--- src/design/psm_pkg.sv ---
`default_nettype none
// ----------------------------------------------------------------------------
// psm_pkg
// Shared types and constants for the PCM stream mixer: transaction payloads,
// operation codes, sequencer states and saturation bounds.
// ----------------------------------------------------------------------------
package psm_pkg;

  // fixed field widths
  localparam int unsigned LEN_W    = 11;
  localparam int unsigned SAMPLE_W = 16;

  // saturation bounds
  localparam logic signed [SAMPLE_W-1:0] SAT_HIGH = 16'sh7FFF;
  localparam logic signed [SAMPLE_W-1:0] SAT_LOW  = 16'sh8000;

  // operation codes
  typedef enum logic [1:0] {
    OP_WRITE = 2'd0,
    OP_PLAY  = 2'd1,
    OP_MIX   = 2'd2
  } op_t;

  // sequencer states
  typedef enum logic [1:0] {
    ST_IDLE,
    ST_MIX,
    ST_DRAIN,
    ST_DONE
  } state_t;

  // input transaction payload
  typedef struct packed {
    logic [1:0]                 operation;
    logic [2:0]                 channel_sel;
    logic [9:0]                 sample_index;
    logic signed [SAMPLE_W-1:0] sample_value;
    logic [LEN_W-1:0]           play_length;
    logic                       loop_flag;
  } in_item_t;

  // result transaction payload
  typedef struct packed {
    logic signed [SAMPLE_W-1:0] mixed_sample;
    logic                       frame_last;
    logic                       play_accepted;
    logic [2:0]                 free_channel;
    logic                       none_free;
  } out_item_t;

  // accumulator control
  typedef struct packed {
    logic clr;
    logic add;
  } acc_ctrl_t;

endpackage : psm_pkg
`default_nettype wire

--- src/design/psm_sat_accum.sv ---
`default_nettype none
// ----------------------------------------------------------------------------
// psm_sat_accum
// Shared saturating accumulator: adds one sample per cycle while add is set
// and clamps the running sum to the signed 16-bit range after each addition.
// ----------------------------------------------------------------------------
module psm_sat_accum
  import psm_pkg::*;
(
  input  wire logic                       clk,
  input  wire acc_ctrl_t                  ctrl,
  input  wire logic signed [SAMPLE_W-1:0] sample,
  output logic signed [SAMPLE_W-1:0]      acc
);

  logic signed [SAMPLE_W-1:0] acc_r;
  logic signed [SAMPLE_W-1:0] acc_nxt;
  logic signed [SAMPLE_W:0]   sum;

  // add and clamp
  always_comb begin
    sum = {acc_r[SAMPLE_W-1], acc_r} + {sample[SAMPLE_W-1], sample};
    priority if (sum[SAMPLE_W] != sum[SAMPLE_W-1]) begin
      acc_nxt = sum[SAMPLE_W] ? SAT_LOW : SAT_HIGH;
    end else begin
      acc_nxt = sum[SAMPLE_W-1:0];
    end
  end

  // running sum
  always_ff @(posedge clk) begin
    if (ctrl.clr) begin
      acc_r <= '0;
    end else if (ctrl.add) begin
      acc_r <= acc_nxt;
    end
  end

  assign acc = acc_r;

endmodule : psm_sat_accum
`default_nettype wire

--- config.mk ---
export PLATFORM = sky130hd
export DESIGN_NAME = psm_sat_accum
export DESIGN_NICKNAME = d
export VERILOG_FILES = /design/src/design/psm_pkg.sv /design/src/design/psm_sat_accum.sv
export SDC_FILE = /design/constraint.sdc
export NUM_CORES = 1
export LEC_CHECK = 0
export ABC_AREA = 1
export ABC_CLOCK_PERIOD_IN_PS = 2160
export BUFFER_PORTS_ARGS = -buffer_cell sky130_fd_sc_hd__buf_2
export CAP_MARGIN = 10
export CORE_ASPECT_RATIO = 1.75
export CORE_UTILIZATION = 49
export CTS_CLUSTER_DIAMETER = 60
export CTS_CLUSTER_SIZE = 28
export DETAILED_ROUTE_END_ITERATION = 10
export PLACE_DENSITY = 0.75
export SYNTH_ARGS = -nofsm -noshare
export SYNTH_HDL_FRONTEND = slang
export SYNTH_SLANG_ARGS = --single-unit
--- constraint.sdc ---
create_clock -name clk -period 2.16 [get_ports clk]
set_input_delay 0.432 -clock clk [delete_from_list [all_inputs] [get_ports clk]]
set_output_delay 0.432 -clock clk [all_outputs]
set_load 0.03 [all_outputs]
# Word level (Yosys, flattened, before mapping)
# Index checks and enable logic that the tools add are counted.
dict set report totals {
  n_memories 0
  wordCells 5
  in_bits 19
  out_inout_bits 16
  ram_bits 0
  ff_bits 16
  romBits 0
  latch_bits 0
}
dict set report classes {
  shift 0
  reduce_logical 0
  multipliers 0
  div_mod_pow 0
  bitwise_logic 0
  magnitude_cmp 0
  eq_ne 1
  n_mux 2
  n_addsub 1
}
# op count
set op_table {}
lappend op_table {{$mux W16} 2}
lappend op_table {{$add A16 B16 Y17} 1}
lappend op_table {{$ne A1 B1 Y1} 1}

# Depth between registers and ports, before layout
# Gate-level depths: netlist of run 1.
dict set report logic_depth {
  depth_word 3
  mapped_depth 16
  mapped_depth_nobuf 16
}

# Worst setup path after synthesis of run 1
# Ideal clock, no wire load.
dict set report synth_timing {
  path_type {reg-to-reg}
  start {register acc_r[0], in the netlist acc[0]}
  end {register acc_r[12], in the netlist acc[12]}
  slack_ps -51
  stages_incl_launch_ff 15
  required_time_ps 2038
  setup_time_ps 122
  arrival_time_ps 2089
  n_path_buf 1
  cell_sequence {dfxtp_1 ha_1 inv_1 fa_1 inv_1 nand2_1 nand2_1 nand3_1 nand2_2 nand2_2 nand3_1 nand2_2 a21oi_4 buf_6 a21oi_2}
}
dict set report synth_via {
  elab_chain_cells 3
}
# item line_no
set synth_lines {}
lappend synth_lines {{start, declared} psm_sat_accum.sv:16} ;# logic signed [SAMPLE_W-1:0] acc_r;
lappend synth_lines {{start signal, assigned} psm_sat_accum.sv:35} ;# acc_r <= acc_nxt;
lappend synth_lines {{$add A16 B16 Y17 *} psm_sat_accum.sv:22} ;# sum = {acc_r[SAMPLE_W-1], acc_r} + {sample[SAMPLE_W-1], sample};
lappend synth_lines {{$mux W16 / $ne A1 B1 Y1 (equally long branches)} {psm_sat_accum.sv:24, psm_sat_accum.sv:23}}
lappend synth_lines {{$mux W16 *} psm_sat_accum.sv:23} ;# priority if (sum[SAMPLE_W] != sum[SAMPLE_W-1]) begin
# Mark *: on every way between the ends. The rest lies on a longest branch, timed or not.
# A chain may end at the register's enable or synchronous reset.

# Final worst setup path of run 1
dict set report layout_timing {
  start {register acc_r[0], in the netlist acc[0]}
  end {register acc_r[11], in the netlist acc[11]}
}
# Same word-level chain as after synthesis.

==> results of run 1 <==
## synth_stat cells
cell type  count
fa_1           1
and2_1         2
nand2_2        6
nor3_2         1
xnor2_1        1
nand3b_1       2
nand2_1       79
a21oi_2       14
inv_2          2
nand3_1       15
ha_1          16
o211ai_1       1
or2_1          1
dfxtp_1       16
a21oi_4        1
inv_1         29
o21ai_0       13
nand4_1        1
buf_6          2
a31oi_1        1
nor2_1        15
xor2_1         9
clkbuf_1       2
nor3_1         3
a21oi_1       12
## how the worst max path moves through the flow
stage | to | slack (ns) | start | depth (start not counted)
6_report | acc[11] | 0.15 | acc[0] | 14
5_1_grt | acc[7] | -0.001 | acc[0] | 17
4_1_cts | acc[11] | 0.07 | acc[0] | 14
3_5_place_dp | acc[6] | -0.13 | sample[0] | 16
3_3_place_gp | acc[11] | -0.09 | sample[0] | 15
2_1_floorplan | acc[12] | 0.06 | acc[1] | 13
## power groups by stage
| stage | Combinational (mW) | Sequential (mW) | Clock (mW) |
|---|---|---|---|
| 4_1_cts | 0.939 | 0.378 | 0.286 |
| 6_report | 0.952 | 0.378 | 0.282 |
| 3_5_place_dp | 0.931 | 0.384 | 0 |
| 3_3_place_gp | 0.925 | 0.383 | 0 |
| 5_1_grt | 1.06 | 0.385 | 0.295 |
| 2_1_floorplan | 0.580 | 0.475 | 0 |
## kinds of logic (layout without fill, tap and decap cells)
| kind of cell | Yosys count | in the layout |
|---|---|---|
| xor+xnor | 10 | 10 |
| simple gates | 125 | 125 |
| compound gates | 42 | 42 |
| fa+ha+maj | 17 | 17 |
| flops | 16 | 16 |
| buf+inv | 35 | 84 |
## layout make-up
type	count	area (µm²)
multi-input combinational	194	1147
fill	312	1119
sequential	16	321.6
timing repair buffer	49	295.3
inverter	31	116.4
clock buffer	4	55.05
tap	43	53.80
## stage by stage
stage          setup TNS, ns  instances  hold WS (ns)
6_report                   0        337        0.3501
5_1_grt           -0.0009939        337        0.3564
4_1_cts                    0        337        0.3503
3_5_place_dp          -1.665        333        0.4758
3_3_place_gp          -1.079        333        0.4763
2_1_floorplan              0        245        0.5011
## worst register-to-register path, stage by stage, from the launching register on
cell     delay (ns)
dfxtp_2        0.35
ha_4           0.13
inv_1          0.05
fa_2           0.37
inv_2          0.06
nand2_2        0.05
nand2_2        0.06
nand3_1        0.07
nand2_2        0.08
nand2_2        0.06
nand3_1        0.09
nand2_2        0.08
a21oi_4        0.19
buf_4          0.18
a21oi_1        0.07
## per-layer routing
metal,vias up,wire length (µm),share of wire (%)
met3,16,97,2.5
met2,39,2067,53
met1,757,1539,40
li1,887,-,-
met5,-,0,0
met4,0,163,4.2
==> impl_metrics.py, run 1 <==
metrics = {
    "setup_path": {
        "worstSetupPathType": "register to register",
        "cpPeakStageDelay_ns": 0.37,
        "worstReg2RegEnd": "acc[11]",
        "crit_chain": "ha_4 -> inv_1 -> fa_2 -> inv_2 -> nand2_2 -> nand2_2 -> nand3_1 -> nand2_2 -> nand2_2 -> nand3_1 -> nand2_2 -> a21oi_4 -> buf_4 -> a21oi_1",
        "reg2reg_from": "acc[0]",
        "crit_slowest_cell": "fa_2",
        "worstPathRequired_ns": 2.31,
        "setup.worst_path.end_class": "register",
        "crit_fanout": 4,
        "crit_path_start_kind": "register",
        "cp_num_buf_inv": 3,
        "worst_r2r_path_depth": 14,
        "critPathTopFamily": "adder cells",
        "crit_top_cell": "nand2_2",
        "arrival_ns": 2.16,
        "reg2reg_slack_ns": 0.15,
    },
    "sta": {
        "period_minus_slack_ns": 2.011,
        "finalHoldViolCount": 0,
        "setup_slack_ns": 0.1486,
        "slew_headroom_pct": 69.83,
        "fmaxAchievable_mhz": 497.2,
        "fin_crit_sh_pct": 93.12,
        "worst_pin_slew_ns": 0.4521,
        "finalSetupViolCount": 0,
        "clock_skew_ns": 0.003995,
        "slew_viol_final": 0,
    },
    "placed_design": {
        "placed_cell_area_mm2": 0.001903,
        "dp_slack_ns": -0.1255,
        "numPortBuffers": 34,
        "globalplace.congestion": 0.9336,
        "hpwl_mm": 3.036,
    },
    "synth": {
        "synth-seq-cells": 16,
        "synthAdderAreaFrac_pct": 13.91,
        "syn-cell-area_mm2": 0.001583,
        "synthTopCellsByArea": "dfxtp_1 (20%), nand2_1 (19%), ha_1 (13%), a21oi_2 (7.7%), inv_1 (6.9%)",
        "synth-xor-area-share_pct": 5.534,
        "yosys.area.top_type": "dfxtp_1",
        "synth.avg_cell_area_um2": 6.460,
        "synth_seq_area_share_pct": 20.24,
        "synth_compound_area_share_pct": 17.55,
        "synth_mux_area_share_pct": 0,
        "ys.warnings.count": 0,
        "syn_nets": 281,
        "ys_types": 25,
        "synth_top_area_share_pct": 20.24,
        "synth_top_family_by_area": "simple AND/OR/NAND/NOR gates",
        "synthSimpleGateAreaFrac_pct": 33.52,
        "syn-instance-count": 245,
    },
    "die": {
        "io_pins": 35,
        "core_mm2": 0.003108,
        "rows": 27,
        "die_width_um": 44.96,
        "start_util_pct": 50.93,
        "die_h_um": 77.19,
        "dieArea_mm2": 0.003470,
    },
    "status": {
        "status": "completed",
    },
    "global_route": {
        "grt_use_total_pct": 24.19,
        "grt-ovfl-total": 0,
        "gr-usage-met3_pct": 2.353,
        "busiest_layer": "met2",
        "antenna_found_initial": 0,
        "grt_pass1_wl_mm": 6.292,
        "global_route.usage.met2_pct": 41.88,
        "grt_max_degree": 17,
        "use_met1_pct": 26.75,
        "grt_pass1_vias": 1505,
    },
    "finish": {
        "postLayoutCoreUtil_pct": 64.01,
        "finalNetCount": 331,
        "n_antenna_cell": 0,
        "layout_commonest_cell": "nand2_1",
        "drive_above_1_share_pct": 28.91,
        "syn2layout_area_growth_pct": 25.69,
        "final_cell_mix": "nand2_1 (76), buf_2 (34), inv_1 (28)",
        "largest_reg_flops": 16,
        "fin_area_mm2": 0.001989,
    },
    "clock_network": {
        "clkLatencyLatePin_ns": 0.26,
        "cts_buffer_depth": 2,
        "cts_buffers": 3,
        "cts-resized-gates": 0,
        "cts_sinks": 16,
        "clk_pin_slew_ns": 0.07,
        "cts_setup_buffers": 0,
        "cts_tree": "done",
        "ctsHoldBuffers": 0,
        "cts-root-buf": "clkbuf_8",
        "htreeDepth": 1,
    },
    "drt": {
        "dr.pass1.iters": 4,
        "via_per_inst": 5.042,
        "route.vias.total": 1699,
        "detail_route.drc_violations": 0,
        "drt_iter0_markers": 33,
        "ant_nets": 0,
        "wire_per_inst_um": 11.48,
        "wirelength_mm": 3.868,
    },
    "power_and_ir_drop": {
        "p_comb_share_pct": 59.1,
        "p_total_mw": 1.612,
        "p_seq_share_pct": 23.5,
        "switching_share_pct": 45.65,
        "total_leakage_power_nw": 1.105,
        "vdd_drop_max_uv": 395.4,
        "p_per_area_mw_per_mm2": 810.2,
        "power.internal_mw": 0.8760,
        "p_clk_share_pct": 17.5,
        "power_switching_mw": 0.7359,
    },
    "min_path": {
        "min_delay_path_depth": 2,
        "min_delay_worst_endpoint": "acc[5]",
        "hp-class": "primary input to register",
        "holdCritStartpoint": "ctrl[1]",
    },
    "job": {
        "maxCapViolations": 0,
    },
}
Note: power is estimated with default switching activity, not from simulation.
==> inputs of run 2 (changes only) <==
--- a/config.mk
+++ b/config.mk
@@ -10,11 +10,12 @@
 export BUFFER_PORTS_ARGS = -buffer_cell sky130_fd_sc_hd__buf_2
 export CAP_MARGIN = 10
 export CORE_ASPECT_RATIO = 1.75
-export CORE_UTILIZATION = 49
+export CORE_UTILIZATION = 51
+export CTS_BUF_LIST = sky130_fd_sc_hd__clkbuf_4
 export CTS_CLUSTER_DIAMETER = 60
 export CTS_CLUSTER_SIZE = 28
 export DETAILED_ROUTE_END_ITERATION = 10
-export PLACE_DENSITY = 0.75
+export PLACE_DENSITY = 0.78
 export SYNTH_ARGS = -nofsm -noshare
 export SYNTH_HDL_FRONTEND = slang
 export SYNTH_SLANG_ARGS = --single-unit
==> impl_metrics.py, run 2 (same netlist as run 1, synthesis figures left out) <==
metrics = {
    "status": {
        "status": "completed",
    },
    "finish": {
        "layout_commonest_cell": "nand2_1",
        "finalNetCount": 332,
        "largest_reg_flops": 16,
        "nFillCells": 256,
        "syn2layout_area_growth_pct": 24.35,
        "final_cell_mix": "nand2_1 (74), buf_2 (34), inv_1 (28), a21oi_2 (16)",
        "n_antenna_cell": 0,
        "drive_above_1_share_pct": 30.51,
    },
    "global_route": {
        "grt_pass1_vias": 1606,
        "grt_pass1_wl_mm": 6.437,
        "grt_max_degree": 17,
        "grt-ovfl-total": 0,
        "antenna_found_initial": 0,
        "grt_use_total_pct": 25.77,
    },
    "min_path": {
        "holdCritStartpoint": "ctrl[1]",
        "min_delay_worst_endpoint": "acc[5]",
        "min_delay_path_depth": 2,
        "hp-class": "primary input to register",
    },
    "die": {
        "core_mm2": 0.002928,
        "dieArea_mm2": 0.003339,
        "start_util_pct": 54.06,
        "die_h_um": 75.70,
        "io_pins": 35,
        "rows": 26,
        "die_width_um": 44.11,
    },
    "sta": {
        "fin_crit_sh_pct": 94.79,
        "setup_slack_ns": 0.1125,
        "finalSetupViolCount": 0,
        "finalHoldViolCount": 0,
        "worst_pin_slew_ns": 0.4202,
        "fmaxAchievable_mhz": 488.4,
        "clock_skew_ns": 0.003608,
        "slew_viol_final": 0,
        "slew_headroom_pct": 71.96,
        "period_minus_slack_ns": 2.047,
    },
    "setup_path": {
        "reg2reg_from": "acc[7]",
        "arrival_ns": 2.30,
        "worstPathRequired_ns": 2.42,
        "setup.worst_path.end_class": "register",
        "reg2reg_slack_ns": 0.11,
        "worstSetupPathType": "register to register",
        "crit_fanout": 4,
        "worstReg2RegEnd": "acc[5]",
        "crit_path_start_kind": "register",
        "worst_r2r_path_depth": 12,
    },
    "clock_network": {
        "htreeDepth": 1,
        "cts_buffer_depth": 2,
        "cts_buffers": 3,
        "clk_pin_slew_ns": 0.11,
        "cts_sinks": 16,
        "clkLatencyLatePin_ns": 0.32,
        "cts_tree": "done",
        "cts-root-buf": "clkbuf_4",
    },
    "power_and_ir_drop": {
        "p_total_mw": 1.544,
        "total_leakage_power_nw": 1.101,
        "p_per_area_mw_per_mm2": 784.5,
        "vdd_drop_max_uv": 468.5,
    },
    "drt": {
        "via_per_inst": 5.313,
        "wirelength_mm": 4.034,
        "drt_iter0_markers": 39,
        "dr.pass1.iters": 6,
        "wire_per_inst_um": 12.49,
        "ant_nets": 0,
        "detail_route.drc_violations": 0,
        "route.vias.total": 1716,
    },
    "job": {
        "maxCapViolations": 0,
    },
    "placed_design": {
        "dp_slack_ns": -0.1367,
        "globalplace.congestion": 0.9309,
        "numPortBuffers": 34,
        "hpwl_mm": 3.089,
    },
}
[run 2: worst max-delay path by stage]
stage              start      end  slack (ns)  cells after the start
2_1_floorplan     acc[1]  acc[12]        0.06                     13
3_3_place_gp   sample[0]  acc[10]       -0.10                     15
3_5_place_dp   sample[0]   acc[9]       -0.14                     15
4_1_cts           acc[0]   acc[9]        0.05                     14
5_1_grt          acc[11]   acc[5]       -0.02                     13
6_report          acc[7]   acc[5]        0.11                     12
[run 2: power by group]
group | switching [mW] | internal [mW]
clock | 0.125 | 0.0678
combinational | 0.599 | 0.373
sequential | 0.0359 | 0.344
[run 2: what timing repair did]
| item | CTS | global route |
|---|---|---|
| buffers inserted | 0 | 1 |
| gates resized for setup | 0 | 17 |
| endpoints found under the setup margin | 0 | 16 |
| hold buffers | 0 | 0 |
[run 2: layout make-up]
type / count / area (µm²) / share of cell area [%]
tap: 28 / 35.03 / 1.780
sequential: 16 / 321.6 / 16.34
clock buffer: 3 / 22.52 / 1.144
inverter: 31 / 116.4 / 5.912
multi-input combinational: 194 / 1171 / 59.50
timing repair buffer: 50 / 297.8 / 15.13
clock inverter: 1 / 3.754 / 0.1907
[run 2: per-stage QoR]
| step | utilization, % | hold WS [ns] | instance area (µm²) | std cells | TNS (ns) |
|---|---|---|---|---|---|
| 5_1_grt | 67.22 | 0.2947 | 1968 | 323 | -0.01783 |
| 6_report | 67.22 | 0.2862 | 1968 | 323 | 0 |
| 3_3_place_gp | 63.93 | 0.4761 | 1872 | 318 | -1.214 |
| 2_1_floorplan | - | 0.5011 | 1584 | 245 | 0 |
| 3_5_place_dp | 63.93 | 0.4785 | 1872 | 318 | -1.732 |
| 4_1_cts | 64.83 | 0.2850 | 1898 | 322 | 0 |
[run 2: per-layer routing]
layer | track usage (%) | wire [µm]
met4 | 14.14 | 128
met5 | 0 | 0
met1 | 26.26 | 1536
met2 | 49.84 | 2285
met3 | 1.896 | 83
[run 2: worst max-delay path: stages (launching register included)]
cell	delay, ns
dfxtp_1	0.34
ha_1	0.38
nand2_1	0.10
inv_1	0.10
nand2_1	0.06
nor3_1	0.17
nand2_1	0.13
nand3_1	0.09
nand2_1	0.12
buf_4	0.16
a21oi_2	0.13
nand2_1	0.08
a21oi_1	0.13
==> inputs of run 3 (changes only) <==
--- a/config.mk
+++ b/config.mk
@@ -16,6 +16,7 @@
 export CTS_CLUSTER_SIZE = 28
 export DETAILED_ROUTE_END_ITERATION = 10
 export PLACE_DENSITY = 0.78
+export RECOVER_POWER = 100
 export SYNTH_ARGS = -nofsm -noshare
 export SYNTH_HDL_FRONTEND = slang
 export SYNTH_SLANG_ARGS = --single-unit
==> impl_metrics.py, run 3 (same netlist as run 1, synthesis figures left out) <==
metrics = {
    "status": {
        "status": "completed",
    },
    "clock_network": {
        "htreeDepth": 1,
        "cts_buffer_depth": 2,
        "clkLatencyLatePin_ns": 0.32,
        "clk_pin_slew_ns": 0.12,
        "cts_tree": "done",
        "cts_sinks": 16,
        "cts-root-buf": "clkbuf_4",
        "cts_buffers": 3,
        "ctsHoldBuffers": 0,
    },
    "die": {
        "core_mm2": 0.002928,
        "dieArea_mm2": 0.003339,
        "io_pins": 35,
        "die_h_um": 75.70,
        "die_width_um": 44.11,
        "rows": 26,
        "start_util_pct": 54.06,
    },
    "global_route": {
        "antenna_found_initial": 0,
        "grt_use_total_pct": 25.77,
        "grt_pass1_wl_mm": 6.437,
        "grt_max_degree": 17,
        "grt-ovfl-total": 0,
        "grt_pass1_vias": 1606,
    },
    "finish": {
        "largest_reg_flops": 16,
        "final_cell_mix": "nand2_1 (74), inv_1 (28), buf_2 (20), a21oi_2 (16)",
        "final_cells": 323,
        "register_area_um2": 321.6,
        "finalNetCount": 332,
        "n_antenna_cell": 0,
        "nFillCells": 267,
        "multi_input_area_mm2": 0.001171,
        "syn2layout_area_growth_pct": 23.24,
        "layout_commonest_cell": "nand2_1",
        "drive_above_1_share_pct": 25.76,
    },
    "min_path": {
        "holdCritStartpoint": "ctrl[1]",
        "min_delay_worst_endpoint": "acc[5]",
        "min_delay_path_depth": 2,
        "hp-class": "primary input to register",
    },
    "setup_path": {
        "reg2reg_from": "acc[0]",
        "crit_top_cell": "nand2_2",
        "worst_r2r_path_depth": 14,
        "worstReg2RegEnd": "acc[9]",
        "cpPeakStageDelay_ns": 0.37,
        "crit_chain": "ha_4 -> inv_1 -> fa_2 -> inv_2 -> nand2_2 -> nand2_2 -> nand3_2 -> nand2_2 -> nand2_2 -> nand3_1 -> nand2_4 -> a21oi_4 -> buf_6 -> a21oi_1",
        "crit_fanout": 8,
        "arrival_ns": 2.26,
        "crit_path_start_kind": "register",
        "crit_slowest_cell": "dfxtp_2",
        "worstPathRequired_ns": 2.38,
        "reg2reg_slack_ns": 0.13,
        "setup.worst_path.end_class": "register",
        "critPathTopFamily": "simple AND/OR/NAND/NOR gates",
        "cp_num_buf_inv": 3,
        "worstSetupPathType": "register to register",
    },
    "power_and_ir_drop": {
        "p_per_area_mw_per_mm2": 787.1,
        "vdd_drop_max_uv": 467.6,
        "total_leakage_power_nw": 1.049,
        "p_total_mw": 1.535,
    },
    "drt": {
        "drt_iter0_markers": 31,
        "detail_route.drc_violations": 0,
        "wirelength_mm": 4.050,
        "via_per_inst": 5.356,
        "dr.pass1.iters": 7,
        "wire_per_inst_um": 12.54,
        "route.vias.total": 1730,
        "ant_nets": 0,
    },
    "sta": {
        "fin_crit_sh_pct": 94.14,
        "clock_skew_ns": 0.003524,
        "slew_viol_final": 0,
        "finalSetupViolCount": 0,
        "worst_pin_slew_ns": 0.4134,
        "finalHoldViolCount": 0,
        "period_minus_slack_ns": 2.033,
        "setup_slack_ns": 0.1266,
        "tns_ns": 0,
        "fmaxAchievable_mhz": 491.8,
        "slew_headroom_pct": 72.41,
    },
    "placed_design": {
        "dp_cells": 318,
        "globalplace.congestion": 0.9309,
        "dp_slack_ns": -0.1367,
        "numPortBuffers": 34,
        "hpwl_mm": 3.089,
    },
    "job": {
        "maxCapViolations": 0,
    },
}
run 3: final cells by class:
type	count	area share, %
clock inverters	1	0.1924
well taps	28	1.796
clock buffers	3	1.155
flip-flops and latches	16	16.48
multi-input cells	194	60.04
repair buffers	50	14.37
inverters	31	5.965
run 3: layer usage:
layer	track usage, %	wire length, µm	share of wire [%]
met1	26.26	1551	38
met2	49.84	2314	57
met3	1.896	68	1.7
met4	14.14	115	2.8
met5	0	0	0
run 3: worst reg2reg max path, cell delays in order (launching register included):
cell	delay, ns
dfxtp_2	0.37
ha_4	0.14
inv_1	0.05
fa_2	0.37
inv_2	0.06
nand2_2	0.05
nand2_2	0.07
nand3_2	0.06
nand2_2	0.07
nand2_2	0.07
nand3_1	0.13
nand2_4	0.08
a21oi_4	0.17
buf_6	0.17
a21oi_1	0.08
run 3: report_power, final:
group / leakage, nW / internal [mW] / total, mW / switching, mW
clock network: 0.0154 / 0.0678 / 0.194 / 0.126
logic: 0.900 / 0.362 / 0.961 / 0.599
registers: 0.133 / 0.344 / 0.381 / 0.0370
run 3: metrics by stage:
stage	hold slack [ns]	utilization [%]	area, µm²
3_3_place_gp	0.4761	63.93	1872
6_report	0.2812	66.62	1951
2_1_floorplan	0.5011	-	1584
4_1_cts	0.2850	64.83	1898
5_1_grt	0.2947	66.62	1951
3_5_place_dp	0.4785	63.93	1872
run 3: how the worst max path moves through the flow:
stage / startpoint / end / depth (start not counted)
floorplan: acc[1] / acc[12] / 13
global placement: sample[0] / acc[10] / 15
detailed placement: sample[0] / acc[9] / 15
CTS: acc[0] / acc[9] / 14
global route: acc[11] / acc[5] / 13
finish: acc[0] / acc[9] / 14
run 3: what timing repair did:
item / 4_1_cts / 5_1_grt
gates resized for setup: 0 / 17
setup endpoints to repair: 0 / 16
setup buffers: 0 / 1
